File: config.mk
export PLATFORM = sky130hd
export DESIGN_NAME = sha512_ctrl
export DESIGN_NICKNAME = d
export VERILOG_FILES = /design/src/design/assert_macros.svh /design/src/design/sha512_pkg.sv /design/src/design/sha512_ctrl.sv
export SDC_FILE = /design/constraint.sdc
export NUM_CORES = 1
export LEC_CHECK = 0
export BUFFER_PORTS_ARGS = -buffer_cell sky130_fd_sc_hd__buf_2
export CAP_MARGIN = 40
export CORE_ASPECT_RATIO = 0.5
export CORE_MARGIN = 2
export CORE_UTILIZATION = 25
export CTS_CLUSTER_DIAMETER = 60
export DETAILED_ROUTE_END_ITERATION = 10
export GPL_ROUTABILITY_DRIVEN = 0
export PLACE_DENSITY = 0.55
export SLEW_MARGIN = 20
export SYNTH_ARGS = -nofsm -noshare
export SYNTH_HDL_FRONTEND = slang
export SYNTH_SLANG_ARGS = --single-unit
File: constraint.sdc
create_clock -name aclk -period 1.8 [get_ports aclk]
set_clock_uncertainty 0.05 [all_clocks]
set_input_delay 0.27 -clock aclk [delete_from_list [all_inputs] [get_ports aclk]]
set_output_delay 0.27 -clock aclk [all_outputs]
set_load 0.05 [all_outputs]
File: src/design/assert_macros.svh
// assertion helpers for the hash core
`ifndef ASSERT_MACROS_SVH
`define ASSERT_MACROS_SVH
`ifndef ASSERT_OFF
`define ASSERT_NEVER(label, clk, rst, cond) \
    label: assert property (@(posedge clk) disable iff (rst) !(cond)) \
        else $error("assertion failed");
`define ASSERT_IMPLIES(label, clk, rst, ante, cons) \
    label: assert property (@(posedge clk) disable iff (rst) (ante) |-> (cons)) \
        else $error("assertion failed");
`define ASSERT_NEXT(label, clk, rst, ante, cons) \
    label: assert property (@(posedge clk) disable iff (rst) (ante) |=> (cons)) \
        else $error("assertion failed");
`else
`define ASSERT_NEVER(label, clk, rst, cond)
`define ASSERT_IMPLIES(label, clk, rst, ante, cons)
`define ASSERT_NEXT(label, clk, rst, ante, cons)
`endif
`endif

File: src/design/sha512_pkg.sv
`timescale 1ns / 1ps
package sha512_pkg;

    localparam int RoundCount = 80;

    // source of a word pushed into the block buffer
    typedef enum logic [2:0] {
        SRC_INPUT,
        SRC_PADDED,
        SRC_PAD80,
        SRC_ZERO,
        SRC_LEN_HI,
        SRC_LEN_LO
    } word_src_t;

    typedef struct packed {
        logic      push;
        word_src_t src;
        logic      add8;
        logic      set_total;
        logic      load_wv;
        logic      round;
        logic [6:0] rnd;
        logic      finish;
        logic      restart;
        logic [2:0] out_idx;
    } dp_cmd_t;

    typedef struct packed {
        logic [3:0] word_count;
    } dp_status_t;

    function automatic logic [63:0] round_k(input logic [6:0] r);
        logic [63:0] k;
        case (r)
            7'd0:  k = 64'h428A2F98D728AE22;  7'd1:  k = 64'h7137449123EF65CD;
            7'd2:  k = 64'hB5C0FBCFEC4D3B2F;  7'd3:  k = 64'hE9B5DBA58189DBBC;
            7'd4:  k = 64'h3956C25BF348B538;  7'd5:  k = 64'h59F111F1B605D019;
            7'd6:  k = 64'h923F82A4AF194F9B;  7'd7:  k = 64'hAB1C5ED5DA6D8118;
            7'd8:  k = 64'hD807AA98A3030242;  7'd9:  k = 64'h12835B0145706FBE;
            7'd10: k = 64'h243185BE4EE4B28C;  7'd11: k = 64'h550C7DC3D5FFB4E2;
            7'd12: k = 64'h72BE5D74F27B896F;  7'd13: k = 64'h80DEB1FE3B1696B1;
            7'd14: k = 64'h9BDC06A725C71235;  7'd15: k = 64'hC19BF174CF692694;
            7'd16: k = 64'hE49B69C19EF14AD2;  7'd17: k = 64'hEFBE4786384F25E3;
            7'd18: k = 64'h0FC19DC68B8CD5B5;  7'd19: k = 64'h240CA1CC77AC9C65;
            7'd20: k = 64'h2DE92C6F592B0275;  7'd21: k = 64'h4A7484AA6EA6E483;
            7'd22: k = 64'h5CB0A9DCBD41FBD4;  7'd23: k = 64'h76F988DA831153B5;
            7'd24: k = 64'h983E5152EE66DFAB;  7'd25: k = 64'hA831C66D2DB43210;
            7'd26: k = 64'hB00327C898FB213F;  7'd27: k = 64'hBF597FC7BEEF0EE4;
            7'd28: k = 64'hC6E00BF33DA88FC2;  7'd29: k = 64'hD5A79147930AA725;
            7'd30: k = 64'h06CA6351E003826F;  7'd31: k = 64'h142929670A0E6E70;
            7'd32: k = 64'h27B70A8546D22FFC;  7'd33: k = 64'h2E1B21385C26C926;
            7'd34: k = 64'h4D2C6DFC5AC42AED;  7'd35: k = 64'h53380D139D95B3DF;
            7'd36: k = 64'h650A73548BAF63DE;  7'd37: k = 64'h766A0ABB3C77B2A8;
            7'd38: k = 64'h81C2C92E47EDAEE6;  7'd39: k = 64'h92722C851482353B;
            7'd40: k = 64'hA2BFE8A14CF10364;  7'd41: k = 64'hA81A664BBC423001;
            7'd42: k = 64'hC24B8B70D0F89791;  7'd43: k = 64'hC76C51A30654BE30;
            7'd44: k = 64'hD192E819D6EF5218;  7'd45: k = 64'hD69906245565A910;
            7'd46: k = 64'hF40E35855771202A;  7'd47: k = 64'h106AA07032BBD1B8;
            7'd48: k = 64'h19A4C116B8D2D0C8;  7'd49: k = 64'h1E376C085141AB53;
            7'd50: k = 64'h2748774CDF8EEB99;  7'd51: k = 64'h34B0BCB5E19B48A8;
            7'd52: k = 64'h391C0CB3C5C95A63;  7'd53: k = 64'h4ED8AA4AE3418ACB;
            7'd54: k = 64'h5B9CCA4F7763E373;  7'd55: k = 64'h682E6FF3D6B2B8A3;
            7'd56: k = 64'h748F82EE5DEFB2FC;  7'd57: k = 64'h78A5636F43172F60;
            7'd58: k = 64'h84C87814A1F0AB72;  7'd59: k = 64'h8CC702081A6439EC;
            7'd60: k = 64'h90BEFFFA23631E28;  7'd61: k = 64'hA4506CEBDE82BDE9;
            7'd62: k = 64'hBEF9A3F7B2C67915;  7'd63: k = 64'hC67178F2E372532B;
            7'd64: k = 64'hCA273ECEEA26619C;  7'd65: k = 64'hD186B8C721C0C207;
            7'd66: k = 64'hEADA7DD6CDE0EB1E;  7'd67: k = 64'hF57D4F7FEE6ED178;
            7'd68: k = 64'h06F067AA72176FBA;  7'd69: k = 64'h0A637DC5A2C898A6;
            7'd70: k = 64'h113F9804BEF90DAE;  7'd71: k = 64'h1B710B35131C471B;
            7'd72: k = 64'h28DB77F523047D84;  7'd73: k = 64'h32CAAB7B40C72493;
            7'd74: k = 64'h3C9EBE0A15C9BEBC;  7'd75: k = 64'h431D67C49C100D4C;
            7'd76: k = 64'h4CC5D4BECB3E42B6;  7'd77: k = 64'h597F299CFC657E2A;
            7'd78: k = 64'h5FCB6FAB3AD6FAEC;  7'd79: k = 64'h6C44198C4A475817;
            default: k = 64'h0;
        endcase
        return k;
    endfunction

    // initial chaining value, unused variant code falls back to full sha-512
    function automatic logic [63:0] init_val(input logic [1:0] v, input logic [2:0] i);
        logic [63:0] r;
        logic [5:0]  sel;
        sel = {1'b0, v, i};
        case (sel)
            6'd8:  r = 64'h8C3D37C819544DA2;  6'd9:  r = 64'h73E1996689DCD4D6;
            6'd10: r = 64'h1DFAB7AE32FF9C82;  6'd11: r = 64'h679DD514582F9FCF;
            6'd12: r = 64'h0F6D2B697BD44DA8;  6'd13: r = 64'h77E36F7304C48942;
            6'd14: r = 64'h3F9D85A86A1D36C8;  6'd15: r = 64'h1112E6AD91D692A1;
            6'd16: r = 64'h22312194FC2BF72C;  6'd17: r = 64'h9F555FA3C84C64C2;
            6'd18: r = 64'h2393B86B6F53B151;  6'd19: r = 64'h963877195940EABD;
            6'd20: r = 64'h96283EE2A88EFFE3;  6'd21: r = 64'hBE5E1E2553863992;
            6'd22: r = 64'h2B0199FC2C85B8AA;  6'd23: r = 64'h0EB72DDC81C52CA2;
            default: begin
                case (i)
                    3'd0: r = 64'h6A09E667F3BCC908;
                    3'd1: r = 64'hBB67AE8584CAA73B;
                    3'd2: r = 64'h3C6EF372FE94F82B;
                    3'd3: r = 64'hA54FF53A5F1D36F1;
                    3'd4: r = 64'h510E527FADE682D1;
                    3'd5: r = 64'h9B05688C2B3E6C1F;
                    3'd6: r = 64'h1F83D9ABFB41BD6B;
                    default: r = 64'h5BE0CD19137E2179;
                endcase
            end
        endcase
        return r;
    endfunction

endpackage

File: src/design/sha512_ctrl.sv
`timescale 1ns / 1ps
module sha512_ctrl (
    input  logic                   aclk,
    input  logic                   aresetn,
    input  logic                   s_tvalid,
    output logic                   s_tready,
    input  logic                   s_last,
    input  logic                   s_full,
    output logic                   m_tvalid,
    input  logic                   m_tready,
    input  sha512_pkg::dp_status_t status,
    output sha512_pkg::dp_cmd_t    cmd
);
    import sha512_pkg::*;

    typedef enum logic [2:0] {
        ST_IDLE, ST_PAD, ST_LOAD, ST_ROUND, ST_FINISH, ST_OUT
    } state_t;

    state_t     state_reg, state_next;
    state_t     ret_reg, ret_next;
    logic [6:0] rnd_reg, rnd_next;
    logic [2:0] idx_reg, idx_next;
    logic       need80_reg, need80_next;
    logic       len_reg, len_next;
    logic       wc_top;

    assign wc_top   = (status.word_count == 4'd15);
    assign s_tready = (state_reg == ST_IDLE);
    assign m_tvalid = (state_reg == ST_OUT);

    always_comb begin
        cmd         = '0;
        cmd.src     = SRC_ZERO;
        cmd.rnd     = rnd_reg;
        cmd.out_idx = idx_reg;
        state_next  = state_reg;
        ret_next    = ret_reg;
        rnd_next    = rnd_reg;
        idx_next    = idx_reg;
        need80_next = need80_reg;
        len_next    = len_reg;
        unique case (state_reg)
            ST_IDLE: begin
                if (s_tvalid) begin
                    cmd.push = 1'b1;
                    if (!s_last) begin
                        cmd.src  = SRC_INPUT;
                        cmd.add8 = 1'b1;
                        if (wc_top) begin
                            ret_next   = ST_IDLE;
                            state_next = ST_LOAD;
                        end
                    end else begin
                        cmd.src       = s_full ? SRC_INPUT : SRC_PADDED;
                        cmd.set_total = 1'b1;
                        need80_next   = s_full;
                        ret_next      = ST_PAD;
                        state_next    = wc_top ? ST_LOAD : ST_PAD;
                    end
                end
            end
            ST_PAD: begin
                // marker word if the last word was full, zero fill, then the two length words
                cmd.push = 1'b1;
                if (need80_reg) begin
                    cmd.src     = SRC_PAD80;
                    need80_next = 1'b0;
                end else if (status.word_count == 4'd14) begin
                    cmd.src  = SRC_LEN_HI;
                    len_next = 1'b1;
                end else if (wc_top && len_reg) begin
                    cmd.src  = SRC_LEN_LO;
                    len_next = 1'b0;
                end else begin
                    cmd.src = SRC_ZERO;
                end
                if (wc_top) begin
                    ret_next   = (len_reg && !need80_reg) ? ST_OUT : ST_PAD;
                    state_next = ST_LOAD;
                end
            end
            ST_LOAD: begin
                cmd.load_wv = 1'b1;
                rnd_next    = '0;
                state_next  = ST_ROUND;
            end
            ST_ROUND: begin
                cmd.round = 1'b1;
                if (rnd_reg == 7'(RoundCount - 1)) begin
                    state_next = ST_FINISH;
                end else begin
                    rnd_next = rnd_reg + 7'd1;
                end
            end
            ST_FINISH: begin
                cmd.finish = 1'b1;
                state_next = ret_reg;
            end
            ST_OUT: begin
                if (m_tready) begin
                    if (idx_reg == 3'd7) begin
                        cmd.restart = 1'b1;
                        idx_next    = '0;
                        state_next  = ST_IDLE;
                    end else begin
                        idx_next = idx_reg + 3'd1;
                    end
                end
            end
            default: state_next = ST_IDLE;
        endcase
    end

    always_ff @(posedge aclk) begin
        if (!aresetn) begin
            state_reg  <= ST_IDLE;
            ret_reg    <= ST_IDLE;
            rnd_reg    <= '0;
            idx_reg    <= '0;
            need80_reg <= 1'b0;
            len_reg    <= 1'b0;
        end else begin
            state_reg  <= state_next;
            ret_reg    <= ret_next;
            rnd_reg    <= rnd_next;
            idx_reg    <= idx_next;
            need80_reg <= need80_next;
            len_reg    <= len_next;
        end
    end

endmodule

[After elaboration in Yosys (flattened, before gate mapping)]
Cells that the tools add are included.
Storage, ports and cells
  register bits: 18
  bits in latches: 0
  bits in writable memories: 0
  bits in read-only memories: 0
  input bits: 10
  output and inout port bits: 22
  logic and storage cells: 77
  memories kept: 0
Operators by class
  $add $sub $neg: 2
  $mul: 0
  divide/modulo/power cells: 0
  $lt $le $gt $ge: 0
  eq/ne operators: 17
  shifts and indexed selects: 0
  mux-type cells: 38
  bitwise gates (word level): 1
  reductions and logical operators: 13
Operators by type and width (number)
  2-to-1 mux 3 bit: 15
  one-hot mux 3 bit (6 select lines): 1
  2-to-1 mux 1 bit: 14
  one-hot mux 7 bit (2 select lines): 1
  == test 3 bit (second input constant): 3
  == test 4 bit (second input constant): 2
  != test 2 bit (second input constant): 4
  one-hot mux 4 bit (2 select lines): 1
  AND reduction 4 bit: 2
  adder 7 x 1 -> 7 bit (second input constant): 1
  == test 7 bit (second input constant): 1
  2-to-1 mux 7 bit: 1
  == test 3 x 2 -> 1 bit (second input constant): 2
  2-to-1 mux 6 bit: 1
  != test 2 x 1 -> 1 bit (second input constant): 3
  one-hot mux 3 bit (2 select lines): 1
  AND reduction 3 bit: 2
  nonzero test 2 bit: 3
  2-to-1 mux 2 bit: 2
  AND reduction 2 bit: 2
  adder 3 x 1 -> 3 bit (second input constant): 1
  == test 3 x 1 -> 1 bit (second input constant): 1
  logical NOT 3 bit: 1
  != test 3 x 1 -> 1 bit (second input constant): 1
  other kinds (4): 5

[Longest topological paths before layout]
  word-level depth: 6
  mapped depth: 6
  gate-level depth less buffers: 6

[Least setup slack after synthesis]
OpenSTA, ideal clock, no wires.
  path type: reg-to-output
  from: register state_reg[1]
  to: output port cmd[15] (netlist bit)
  arrival: 2.562 ns
  data required time: 1.480 ns
  setup slack: -1.082 ns
  cell stages (with the launch flop): 5
  buffers on the path: 1
  path through: dfxtp_1 buf_4 nor3_1 nand2_1 nor2_1
RTL lines
  start: declaration: RTL line sha512_ctrl.sv:20  | state_t state_reg, state_next;
  start signal: assignment: RTL line sha512_ctrl.sv:124  | state_reg <= state_next;
  end: declaration: RTL line sha512_ctrl.sv:12  | output sha512_pkg::dp_cmd_t cmd

==> results.txt <==
Startpoint types: flop
Row Count: 16
Most frequent cells in the layout: 23 x buf_2, 13 x dfxtp_1, 11 x nor2_1, 10 x nand2_1, 10 x buf_4
Via count: 1,026
Syn Nets: 137
Vias in the first global route: 991
H-tree lvl count: 1
Commonest non-fill, non-tap cell in the layout: buf_2
Largest net degree at the start of global routing: 21
Core area: 0.00390 mm²
Synth warn: 0
Maxcap violations: 0
GRT Resource Usage Total: 12.6%
Worst setup EP type: output port
Final setup fails: 0
ANT cells: 0
Area growth from synthesis to layout: 44.6%
Vias per std cell: 4.71
WP data required: 1.48 ns
Fin area: 0.00147 mm²
R2R setup slack: 0.19 ns
Unrepaired setup endpoints after global routing: yes
Overall power of the completed layout: 0.897 mW
Register area: 345 µm²
Die span in x: 94.1 µm
Pleak: 0.667 nW
DRT Pass-1 Iters: 4
Fillers: 413
Crit path arrival time: 1.46 ns
Residual DRC: 0
CTS root buf: clkbuf_8
Total Wirelength: 2740 µm
Post-synthesis sequential area ratio: 33.5%
Initial antenna violation count: 0
Worst-Skew Late Latency: 0.25 ns
Final Max Tran Viols: 0
Relative slew slack: 68.7%
Wire per inst: 12.6 µm
DP Cell Count: 210
Synth top area cells: dfxtp_1 34%, nor2_1 4.8%, o21ai_0 4.4%, ha_1 3.7%, nand2_1 3.7%
I/O Buffers: 31
Sink Count: 17
Tightest Hold Check Type: in2reg
Hold Violations, Final: 0
#FFs+latches synth: 17
Register clock-pin slew on the reported worst setup and hold paths: 0.07 ns
Area post-placement: 0.00130 mm²
PD cells: 611 mW/mm²
Run status: completed
Syn Std Cell Area: 0.00101 mm²
Grt ovf: 0
Synth top area share: 33.5%
Setup ws final: 0.0233 ns
Area occupied by multi-input gates: 689 µm²
Layout Cells excl Fill: 218
Gate Count Post-Synth: 124
Die Area: 0.00462 mm²
Initial Util: 26.0%
Layout cells sized above 1: 39.0%
Global-route wire length before repair: 4570 µm
Die height: 49.1 µm
Fin util: 37.6%
Min cycle time layout: 1.78 ns
Crit Path Max Fanout: 3
Detailed Route Iter0 Violations: 38
Final worst-path cycle share: 98.7%
Setup TNS: 0 ns
Final ANT Viol Nets: 0
CTS Buf Count: 3
Hold-fix buffers, CTS: 0
Num ports: 32
Syn Area/Cell: 8.18 µm²
CTS tree: yes
Pre-CTS WS: 0.110 ns
Distinct cells, synth: 41
Largest register FFs: 7
Worst VDD drop: 0.261 mV
Fmax: 563 MHz
Post-synth top area cell: dfxtp_1
Hold_ws: 0.299 ns
HPWL Detailed: 1960 µm
Slew @ Worst Pin: 0.469 ns
Post-layout nets: 178
CTS max path bufs: 2
Critical path class: reg2out
==> kinds of logic after synthesis <==
kind of cell / share of synthesized area, %
AND/OR/NAND/NOR: 31.2
AO/OA/AOI/OAI: 21.8
flip-flops: 33.5
buffers and inverters: 5.05
multiplexers: 2.96
adder cells (fa/ha/maj): 3.70
XOR/XNOR: 1.73
==> power breakdown <==
| part | leakage [nW] | total, mW | switching [mW] | internal (mW) |
|---|---|---|---|---|
| logic | 0.505 | 0.215 | 0.129 | 0.0861 |
| registers | 0.139 | 0.393 | 0.00883 | 0.384 |
| clock network | 0.0228 | 0.288 | 0.131 | 0.157 |
| total | 0.667 | 0.897 | 0.269 | 0.628 |
==> cell type report <==
class                   count  share of cell area [%]
multi-input cells          96                    47.0
flip-flops and latches     17                    23.5
repair buffers             41                    20.3
well taps                  54                    4.60
clock buffers               4                    3.07
inverters                   6                    1.53
==> worst max-delay path: stages, from the launching register on <==
cell and delay (ns):
dfxtp_2 0.35, nor4b_4 0.28, and2b_1 0.17, a21boi_4 0.20
a21oi_2 0.05, buf_6 0.15
==> final timing paths <==
check / from / end / depth (start not counted)
min reg2reg: ret_reg[2] / ret_reg[2] / 2
max: state_reg[2] / cmd[17] / 5
max reg2reg: rnd_reg[0] / rnd_reg[0] / 6
min: s_last / ret_reg[0] / 3
==> synthesized netlist by cell type (all sizes together) <==
cell type and n:
a2111oi 1, a211o 1, a21boi 4, a21o 1, a21oi 5, a22oi 1, a311o 1, a31oi 1
and2 4, and2b 2, and3 4, buf 4, clkbuf 1, dfxtp 17, ha 3, inv 6
mux2i 3, nand2 10, nand2b 3, nand3 4, nand4 5, nor2 13, nor2b 3, nor3 3
nor3b 2, nor4b 1, o211a 3, o211ai 2, o21ai 9, o311ai 1, o31ai 1, or3 3
xnor2 1, xor2 1
==> layer usage <==
layer  wire length (µm)  global-route usage, %
met1               1360                   16.2
met2               1200                   19.6
met3                116                   3.86
met4                 55                   5.56
met5                  0                      0
==> what timing repair did <==
action | in CTS | in global routing
gates resized for setup | 12 | 13
pin swaps | 2 | 3
endpoints found under the setup margin | 6 | 7
setup buffers | 2 | 1
cloned | 0 | 1
(Power assumes the default switching activity.)
